[config.mk]
export PLATFORM = sky130hd
export DESIGN_NAME = simplified_xxhash64_stream_core
export DESIGN_NICKNAME = d
export VERILOG_FILES = /design/src/sxxh_pkg.sv /design/src/sxxh_mul.sv /design/src/sxxh_dp.sv /design/src/sxxh_ctrl.sv /design/src/simplified_xxhash64_stream_core.sv
export SDC_FILE = /design/constraint.sdc
export NUM_CORES = 2
export LEC_CHECK = 0
export BUFFER_PORTS_ARGS = -buffer_cell sky130_fd_sc_hd__buf_4
export CAP_MARGIN = 20
export CORE_ASPECT_RATIO = 1.25
export CORE_UTILIZATION = 45
export CTS_CLUSTER_DIAMETER = 80
export CTS_CLUSTER_SIZE = 14
export DETAILED_ROUTE_END_ITERATION = 8
export PLACE_DENSITY = 0.6
export SLEW_MARGIN = 15
export SYNTH_ARGS = -nofsm -noshare
export SYNTH_HDL_FRONTEND = slang
export SYNTH_SLANG_ARGS = --single-unit
[constraint.sdc]
create_clock -name clk -period 24.3 [get_ports clk]
set_input_delay 2.43 -clock clk [delete_from_list [all_inputs] [get_ports clk]]
set_output_delay 2.43 -clock clk [all_outputs]
set_load 0.01 [all_outputs]
[src/sxxh_pkg.sv]
// Shared types, constants and helpers for the streaming 64-bit hash core.
package sxxh_pkg;

  localparam int WORD_W   = 64;
  localparam int HALF_W   = 32;
  localparam int CNT_W    = 4;
  localparam int LEN_W    = 32;
  localparam int IN_TDATA_W = 104;  // 64 + 4 + 32 bits, padded to whole bytes

  localparam logic [WORD_W-1:0] P1 = 64'h9E3779B185EBCA87;
  localparam logic [WORD_W-1:0] P2 = 64'hC2B2AE3D27D4EB4F;
  localparam logic [WORD_W-1:0] P3 = 64'h165667B19E3779F9;
  localparam logic [WORD_W-1:0] P4 = 64'h85EBCA77C2B2AE63;
  localparam logic [WORD_W-1:0] P5 = 64'h27D4EB2F165667C5;

  typedef enum logic [3:0] {
    ST_IDLE,
    ST_CHECK,
    ST_INIT_LOAD,
    ST_INIT_MUL,
    ST_WORD_LOAD,
    ST_FULL_MUL1,
    ST_FULL_MUL2,
    ST_FULL_MUL3,
    ST_TAIL_MUL1,
    ST_TAIL_MUL2,
    ST_FIN_LOAD,
    ST_FIN_MUL1,
    ST_FIN_MUL2
  } state_t;

  // Partial product pass of the 64x64 low-half multiply.
  typedef enum logic [1:0] {
    PH_LL,
    PH_LH,
    PH_HL
  } phase_t;

  typedef enum logic [1:0] {
    LD_NONE,
    LD_INIT,
    LD_WORD,
    LD_FIN
  } load_t;

  typedef enum logic [1:0] {
    K_P1,
    K_P2,
    K_P3
  } ksel_t;

  typedef enum logic [2:0] {
    POST_NONE,
    POST_ACC,
    POST_T_ROT31,
    POST_XOR_ROT27,
    POST_ACC_P4,
    POST_ACC_XOR,
    POST_T_XS29,
    POST_OUT
  } post_t;

  typedef struct packed {
    logic   capture;
    load_t  load;
    logic   mul_en;
    phase_t phase;
    ksel_t  ksel;
    post_t  post;
  } cmd_t;

  typedef struct packed {
    logic first;
    logic last;
    logic full;
    logic zero;
    logic in_msg;
    logic out_free;
  } stat_t;

  function automatic logic [WORD_W-1:0] rotl31(input logic [WORD_W-1:0] x);
    return {x[WORD_W-32:0], x[WORD_W-1:WORD_W-31]};
  endfunction

  function automatic logic [WORD_W-1:0] rotl27(input logic [WORD_W-1:0] x);
    return {x[WORD_W-28:0], x[WORD_W-1:WORD_W-27]};
  endfunction

endpackage

[src/sxxh_mul.sv]
// Shared multiplier: 64x64 low-half product in three 32x32 passes.
module sxxh_mul
  import sxxh_pkg::*;
(
  input  logic              clk,
  input  logic              en,
  input  phase_t            phase,
  input  logic [WORD_W-1:0] a,
  input  logic [WORD_W-1:0] b,
  output logic [WORD_W-1:0] sum
);

  logic [HALF_W-1:0] x;
  logic [HALF_W-1:0] y;
  logic [WORD_W-1:0] pp;
  logic [WORD_W-1:0] prod;

  always_comb begin
    case (phase)
      PH_LL: begin
        x = a[HALF_W-1:0];
        y = b[HALF_W-1:0];
      end
      PH_LH: begin
        x = a[HALF_W-1:0];
        y = b[WORD_W-1:HALF_W];
      end
      PH_HL: begin
        x = a[WORD_W-1:HALF_W];
        y = b[HALF_W-1:0];
      end
      default: begin
        x = a[HALF_W-1:0];
        y = b[HALF_W-1:0];
      end
    endcase
  end

  assign pp = x * y;

  // Cross terms only reach the upper half of the result.
  always_comb begin
    case (phase)
      PH_LL:   sum = pp;
      default: sum = prod + {pp[HALF_W-1:0], {HALF_W{1'b0}}};
    endcase
  end

  always_ff @(posedge clk) begin
    if (en) begin
      prod <= sum;
    end
  end

endmodule

[src/sxxh_dp.sv]
// Datapath: input capture, seed, accumulator, operand register and output slot.
module sxxh_dp
  import sxxh_pkg::*;
(
  input  logic                  clk,
  input  logic                  rst,
  input  logic                  cfg_valid,
  input  logic [WORD_W-1:0]     cfg_data,
  input  logic [IN_TDATA_W-1:0] in_data,
  input  logic                  in_user,
  input  logic                  in_last,
  input  cmd_t                  cmd,
  output stat_t                 stat,
  output logic                  out_valid,
  input  logic                  out_ready,
  output logic [WORD_W-1:0]     out_data
);

  logic [WORD_W-1:0] seed;
  logic [WORD_W-1:0] word_r;
  logic [CNT_W-1:0]  cnt_r;
  logic              first_r;
  logic              last_r;
  logic [LEN_W-1:0]  len_in;
  logic [LEN_W-1:0]  saved_len;
  logic [WORD_W-1:0] t;
  logic [WORD_W-1:0] acc;
  logic              in_msg;
  logic [WORD_W-1:0] kval;
  logic [WORD_W-1:0] p;
  logic [WORD_W-1:0] masked;
  logic [WORD_W-1:0] fin_h;
  logic [WORD_W-1:0] acc_x;
  logic              full;

  assign full = cnt_r[CNT_W-1];  // counts of eight and above act as a full word

  always_comb begin
    case (cmd.ksel)
      K_P1:    kval = P1;
      K_P2:    kval = P2;
      K_P3:    kval = P3;
      default: kval = P1;
    endcase
  end

  sxxh_mul u_mul (
    .clk   (clk),
    .en    (cmd.mul_en),
    .phase (cmd.phase),
    .a     (t),
    .b     (kval),
    .sum   (p)
  );

  always_comb begin
    for (int i = 0; i < 8; i++) begin
      masked[8*i +: 8] = (full || (CNT_W'(i) < cnt_r)) ? word_r[8*i +: 8] : 8'h00;
    end
  end

  assign fin_h = acc ^ {{(WORD_W-LEN_W){1'b0}}, saved_len};
  assign acc_x = acc ^ p;

  always_ff @(posedge clk) begin
    if (rst) begin
      seed <= '0;
    end else if (cfg_valid) begin
      seed <= cfg_data;
    end
  end

  always_ff @(posedge clk) begin
    if (cmd.capture) begin
      word_r  <= in_data[63:0];
      cnt_r   <= in_data[67:64];
      len_in  <= in_data[99:68];
      first_r <= in_user;
      last_r  <= in_last;
    end

    case (cmd.load)
      LD_INIT: begin
        t         <= rotl31(seed + P5 + {{(WORD_W-LEN_W){1'b0}}, len_in});
        saved_len <= len_in;
      end
      LD_WORD: t <= masked;
      LD_FIN:  t <= fin_h ^ (fin_h >> 33);
      default: ;
    endcase

    case (cmd.post)
      POST_ACC:       acc <= p;
      POST_T_ROT31:   t <= rotl31(p);
      POST_XOR_ROT27: begin
        acc <= acc_x;
        t   <= rotl27(acc_x);
      end
      POST_ACC_P4:    acc <= p + P4;
      POST_ACC_XOR:   acc <= acc_x;
      POST_T_XS29:    t <= p ^ (p >> 29);
      POST_OUT:       out_data <= p ^ (p >> 32);
      default: ;
    endcase
  end

  always_ff @(posedge clk) begin
    if (rst) begin
      in_msg    <= 1'b0;
      out_valid <= 1'b0;
    end else begin
      if (cmd.load == LD_INIT) begin
        in_msg <= 1'b1;
      end else if (cmd.post == POST_OUT) begin
        in_msg <= 1'b0;
      end
      if (cmd.post == POST_OUT) begin
        out_valid <= 1'b1;
      end else if (out_ready) begin
        out_valid <= 1'b0;
      end
    end
  end

  always_comb begin
    stat.first    = first_r;
    stat.last     = last_r;
    stat.full     = full;
    stat.zero     = (cnt_r == '0);
    stat.in_msg   = in_msg;
    stat.out_free = !out_valid || out_ready;
  end

endmodule

[src/sxxh_ctrl.sv]
// Controller: sequences loads and multiply passes for each item.
module sxxh_ctrl
  import sxxh_pkg::*;
(
  input  logic  clk,
  input  logic  rst,
  input  logic  in_valid,
  output logic  in_ready,
  input  stat_t stat,
  output cmd_t  cmd
);

  state_t state;
  state_t state_next;
  phase_t ph;
  phase_t ph_next;
  logic   ph_done;

  function automatic state_t mix_target(input stat_t s);
    if (!s.zero) begin
      return ST_WORD_LOAD;
    end else if (s.last) begin
      return ST_FIN_LOAD;
    end
    return ST_IDLE;
  endfunction

  function automatic phase_t step_phase(input phase_t x);
    case (x)
      PH_LL:   return PH_LH;
      PH_LH:   return PH_HL;
      default: return PH_LL;
    endcase
  endfunction

  assign ph_done = (ph == PH_HL);

  always_ff @(posedge clk) begin
    if (rst) begin
      state <= ST_IDLE;
      ph    <= PH_LL;
    end else begin
      state <= state_next;
      ph    <= ph_next;
    end
  end

  // Next state
  always_comb begin
    state_next = state;
    ph_next    = ph;
    case (state)
      ST_IDLE: begin
        if (in_valid) begin
          state_next = ST_CHECK;
        end
      end
      ST_CHECK: begin
        if (stat.first) begin
          state_next = ST_INIT_LOAD;
        end else if (!stat.in_msg) begin
          state_next = ST_IDLE;
        end else begin
          state_next = mix_target(stat);
        end
      end
      ST_INIT_LOAD: state_next = ST_INIT_MUL;
      ST_WORD_LOAD: state_next = stat.full ? ST_FULL_MUL1 : ST_TAIL_MUL1;
      ST_FIN_LOAD:  state_next = ST_FIN_MUL1;
      ST_INIT_MUL, ST_FULL_MUL1, ST_FULL_MUL2, ST_FULL_MUL3,
      ST_TAIL_MUL1, ST_TAIL_MUL2, ST_FIN_MUL1: begin
        ph_next = step_phase(ph);
        if (ph_done) begin
          case (state)
            ST_INIT_MUL:  state_next = mix_target(stat);
            ST_FULL_MUL1: state_next = ST_FULL_MUL2;
            ST_FULL_MUL2: state_next = ST_FULL_MUL3;
            ST_TAIL_MUL1: state_next = ST_TAIL_MUL2;
            ST_FIN_MUL1:  state_next = ST_FIN_MUL2;
            default:      state_next = stat.last ? ST_FIN_LOAD : ST_IDLE;
          endcase
        end
      end
      ST_FIN_MUL2: begin
        // hold the last pass until the output slot is free
        if (!ph_done) begin
          ph_next = step_phase(ph);
        end else if (stat.out_free) begin
          ph_next    = PH_LL;
          state_next = ST_IDLE;
        end
      end
      default: begin
        state_next = ST_IDLE;
        ph_next    = PH_LL;
      end
    endcase
  end

  // Outputs
  always_comb begin
    in_ready    = (state == ST_IDLE);
    cmd.capture = (state == ST_IDLE) && in_valid;
    cmd.load    = LD_NONE;
    cmd.mul_en  = 1'b0;
    cmd.phase   = ph;
    cmd.ksel    = K_P1;
    cmd.post    = POST_NONE;
    case (state)
      ST_INIT_LOAD: cmd.load = LD_INIT;
      ST_WORD_LOAD: cmd.load = LD_WORD;
      ST_FIN_LOAD:  cmd.load = LD_FIN;
      ST_INIT_MUL: begin
        cmd.mul_en = 1'b1;
        cmd.ksel   = K_P2;
        cmd.post   = ph_done ? POST_ACC : POST_NONE;
      end
      ST_FULL_MUL1: begin
        cmd.mul_en = 1'b1;
        cmd.ksel   = K_P2;
        cmd.post   = ph_done ? POST_T_ROT31 : POST_NONE;
      end
      ST_FULL_MUL2: begin
        cmd.mul_en = 1'b1;
        cmd.ksel   = K_P1;
        cmd.post   = ph_done ? POST_XOR_ROT27 : POST_NONE;
      end
      ST_FULL_MUL3: begin
        cmd.mul_en = 1'b1;
        cmd.ksel   = K_P1;
        cmd.post   = ph_done ? POST_ACC_P4 : POST_NONE;
      end
      ST_TAIL_MUL1: begin
        cmd.mul_en = 1'b1;
        cmd.ksel   = K_P3;
        cmd.post   = ph_done ? POST_T_ROT31 : POST_NONE;
      end
      ST_TAIL_MUL2: begin
        cmd.mul_en = 1'b1;
        cmd.ksel   = K_P1;
        cmd.post   = ph_done ? POST_ACC_XOR : POST_NONE;
      end
      ST_FIN_MUL1: begin
        cmd.mul_en = 1'b1;
        cmd.ksel   = K_P2;
        cmd.post   = ph_done ? POST_T_XS29 : POST_NONE;
      end
      ST_FIN_MUL2: begin
        cmd.ksel = K_P3;
        if (!ph_done) begin
          cmd.mul_en = 1'b1;
        end else if (stat.out_free) begin
          cmd.mul_en = 1'b1;
          cmd.post   = POST_OUT;
        end
      end
      default: ;
    endcase
  end

endmodule

[src/simplified_xxhash64_stream_core.sv]
// Top level of the streaming 64-bit hash core: controller, datapath and ports.
//
// Hashes a message of little-endian 64-bit words with a simplified xxHash64-style
// mix and emits one 64-bit hash per message on the item marked tlast. One item is
// taken at a time; all arithmetic runs through a single 32x32 multiplier that
// builds each 64-bit product in three passes, and that multiplier sets the rate.
// Each item passes the idle and check states; a message start adds the seed load and
// multiply, a nonzero byte count adds a word load and the full- or partial-word
// multiplies, and a message end adds the finish, which waits for a free output slot.
// Items without tuser set that arrive outside a message are dropped. The seed
// register is written through the cfg channel, which is always ready.
module simplified_xxhash64_stream_core
  import sxxh_pkg::*;
(
  input  logic                  clk,
  input  logic                  rst,
  input  logic                  cfg_valid,
  output logic                  cfg_ready,
  input  logic [WORD_W-1:0]     cfg_data,       // hash_seed
  input  logic                  s_axis_tvalid,
  output logic                  s_axis_tready,
  input  logic [IN_TDATA_W-1:0] s_axis_tdata,   // data_word, byte_count, message_length
  input  logic                  s_axis_tuser,   // first_word
  input  logic                  s_axis_tlast,   // last_word
  output logic                  m_axis_tvalid,
  input  logic                  m_axis_tready,
  output logic [WORD_W-1:0]     m_axis_tdata    // hash_value
);

  cmd_t  cmd;
  stat_t stat;

  assign cfg_ready = 1'b1;

  sxxh_ctrl u_ctrl (
    .clk      (clk),
    .rst      (rst),
    .in_valid (s_axis_tvalid),
    .in_ready (s_axis_tready),
    .stat     (stat),
    .cmd      (cmd)
  );

  sxxh_dp u_dp (
    .clk       (clk),
    .rst       (rst),
    .cfg_valid (cfg_valid),
    .cfg_data  (cfg_data),
    .in_data   (s_axis_tdata),
    .in_user   (s_axis_tuser),
    .in_last   (s_axis_tlast),
    .cmd       (cmd),
    .stat      (stat),
    .out_valid (m_axis_tvalid),
    .out_ready (m_axis_tready),
    .out_data  (m_axis_tdata)
  );

`ifndef ASSERT_OFF
  a_out_slot_free: assert property (@(posedge clk) disable iff (rst)
    (cmd.mul_en && cmd.post == POST_OUT) |-> stat.out_free)
    else $error("hash written while output slot is occupied");

  a_out_ends_msg: assert property (@(posedge clk) disable iff (rst)
    (cmd.mul_en && cmd.post == POST_OUT) |=> (m_axis_tvalid && !stat.in_msg))
    else $error("finished hash did not close the message");

  a_init_opens_msg: assert property (@(posedge clk) disable iff (rst)
    (cmd.load == LD_INIT) |=> stat.in_msg)
    else $error("message start did not mark the block busy");

  a_no_accept_in_mul: assert property (@(posedge clk) disable iff (rst)
    cmd.mul_en |-> !s_axis_tready)
    else $error("input ready while the multiplier is in use");
`endif

endmodule

==> run_results.csv <==
group,metric,value,unit
outcome,status,"finished, violations left",
outcome,failed_checks,"design-rule violations",
critical_path,worst_setup_path_start_kind,"flip-flop",
final_layout,fin_util,49.1,%
final_layout,multi_input_area,0.0413,sq mm
timing,finalMaxSlewViolations,0,
logic_synthesis,synth_top_cells_by_count,"inv_1, fa_1, nand2_1",
logic_synthesis,ys.flop_type,"edfxtp_1",
critical_path,critPathSlowestCell,"dfxtp_1",
logic_synthesis,avgSynthCellArea,9.53,sq um
floorplan,rows,149,
placement,post-place-cells,8086,
critical_path,cp_common_cell,"fa_1",
timing,finClkSkew,0.0329,ns
timing,fin_setup_tns,0,ns
timing,period_share,58.6,%
logic_synthesis,yosys_warnings,0,
floorplan,die-area,0.135,sq mm
timing,hold_viol,0,
timing,max_slew_margin,14.6,%
critical_path,slowest_delay,0.73,ns
timing,hold_ws,0.444,ns
clock_network,cts_sinks,462,
timing,tightest_slew,1.27,ns
final_layout,drive_gt1_share,8.02,%
timing,setup_viol,0,
job,maxCapViolCount,0,
placement,numPortBuffers,236,
logic_synthesis,post-synth-top-count-cell,"inv_1",
clock_network,max-clock-path-buffers,3,
logic_synthesis,async_reset_ff_share,0,%
clock_network,htreeDepth,2,
global_routing,overflow,0,
critical_path,worstPathArrival,14.56,ns
clock_network,cts_hold_buf,0,
global_routing,grt_max_degree,84,
detailed_routing,wl,230000,microns
floorplan,die_x,329,microns
logic_synthesis,syn-cell-area,0.0601,sq mm
clock_network,cts.reportedPaths.clkPinSlew,0.08,ns
critical_path,crit_path_max_fanout,68,
global_routing,grt_usage,34.3,%
worst_hold_path,min-delay-start,"u_dp.len_in[0]",
final_layout,seq_area,0.0132,sq mm
logic_synthesis,yosysSeqAreaShare,21.9,%
clock_network,cts-resized-gates,0,
logic_synthesis,syn-instance-count,6301,
clock_network,cts-root-buf,"clkbuf_16",
detailed_routing,vias,47900,
critical_path,reg2reg_slack,10.07,ns
global_routing,grt_pass1_vias,49500,
placement,place_congestion,1.01,
logic_synthesis,ys_ff_latch,462,
detailed_routing,ant_nets,0,
timing,fin_crit,14.23,ns
clock_network,insertion_delay,0.59,ns
floorplan,initial_core_util,45.4,%
global_routing,antenna_found_initial,3,
critical_path,end_kind,"flip-flop",
worst_hold_path,min_path_cells,0,
logic_synthesis,synth.distinct_cells,114,
worst_hold_path,min_to,"u_dp.saved_len[0]",
logic_synthesis,synth_top_area_share,29.5,%
detailed_routing,drt_iter0_markers,4606,
critical_path,worstPathRequired,24.62,ns
final_layout,nets,7858,
clock_network,post-cts-setup-buffer-count,0,
placement,dp_hpwl,189000,microns
critical_path,rr_endpoint,"u_dp.acc[58]",
clock_network,cts_inserted_buffers,38,
floorplan,num_io_pins,242,
logic_synthesis,postSynthNetCount,7769,
detailed_routing,post_drt_via_cell_ratio,5.88,
detailed_routing,wire_per_inst,28.2,microns
timing,grt_setup_unrepaired,"false",
logic_synthesis,synth_edf_count,390,
floorplan,core,0.132,sq mm
final_layout,fin_cells,8147,
final_layout,area_growth,8.02,%
logic_synthesis,synth_area_leaders,"fa_1, edfxtp_1, ha_1, inv_1, xnor2_1",
final_layout,fillers,12600,
detailed_routing,drc_errors,8,
floorplan,die_height,410,microns
logic_synthesis,synth.largest_area_cell,"fa_1",
critical_path,timing.rr.start,"u_ctrl.state[2]",
critical_path,crit_type,"reg -> reg",
global_routing,grt_pass1_wl,335000,microns
worst_hold_path,hold_path.class,"reg -> reg",
critical_path,worst-r2r-cell-count,42,
timing,fmax,70.3,MHz
detailed_routing,first_pass_iters,9,
clock_network,cts_tree,"built",
==> per-stage QoR <==
stage          worst slack, ns  cell area (sq um)
3_5_place_dp             10.38              63800
4_1_cts                  10.27              64900
2_1_floorplan            13.25              60100
6_report                 10.07              64900
3_3_place_gp             10.49              63800
5_1_grt                   9.49              64900
==> worst max path at each step <==
stage / start / endpoint / slack, ns
2_1_floorplan: u_ctrl.ph[1] / u_dp.acc[63] / 13.25
3_3_place_gp: u_ctrl.state[2] / u_dp.t[62] / 10.49
3_5_place_dp: u_ctrl.state[2] / u_dp.t[62] / 10.38
4_1_cts: u_ctrl.state[2] / u_dp.t[62] / 10.27
5_1_grt: u_ctrl.state[2] / u_dp.acc[58] / 9.49
6_report: u_ctrl.state[2] / u_dp.acc[58] / 10.07
==> cell usage in the layout, fill, tap and decap left out, drive strengths merged, types with 14 or more instances in the layout <==
cell and count:
or3 28, nand2 576, inv 1204, and2 25, xor2 81, a21o 87, nor2b 24, nand4 43
a222oi 15, o221ai 27, buf 350, edfxtp 390, a21oi 283, a31oi 36, and3 26, clkinv 14
o21bai 18, mux2i 105, xnor2 293, a211oi 42, nor2 498, a221o 21, o21a 37, a211o 16
clkbuf 57, o21ai 258, ha 408, nor3 49, a22oi 52, nand3 62, a221oi 60, dfxtp 72
o22ai 31, nand2b 38, fa 885, o211ai 28
==> cells by family after synthesis <==
family / synth area share (%)
other: 0.00624
flip-flops: 21.9
buffers and inverters: 9.59
adder cells (fa/ha/maj): 38.0
multiplexers: 1.88
XOR/XNOR: 5.45
AO/OA/AOI/OAI: 12.9
AND/OR/NAND/NOR: 10.3
==> flip-flops by register name, indices dropped and copies added, names as in the netlist, 32 cells and up <==
register	count
u_dp.t	64
u_dp.seed	64
u_dp.acc	64
u_dp.word_r	64
u_dp.out_data	64
u_dp.saved_len	32
u_dp.u_mul.prod	64
u_dp.len_in	32
==> critical path: cells and delay by family, from the launching register on <==
kind	cells	cell delay (ns)
adder cells (fa/ha/maj)	11	4.86
AO/OA/AOI/OAI	14	3.69
buffers and inverters	8	2.26
AND/OR/NAND/NOR	5	1.20
flip-flops	1	0.73
multiplexers	1	0.63
XOR/XNOR	3	0.48
==> layout make-up <==
cell class              count  area share (%)
multi-input cells        4323            63.7
flip-flops and latches    462            20.3
clock inverters             3          0.0521
clock buffers              57            1.58
repair buffers            350            4.05
well taps                1736            3.35
inverters                1215            7.03
diodes                      1         0.00386
==> per-layer routing <==
metal  vias to the layer above  global-route usage [%]  share of wire, %
met5                         -                       0                 0
met4                         0                    24.4               8.7
met3                       621                    3.81               7.0
met2                      2388                    57.9                48
met1                     24200                    40.6                36
li1                      20700                       -                 -
Power is not shown: default switching activity piles up to over one toggle a cycle in this logic, so the estimate is an artifact.
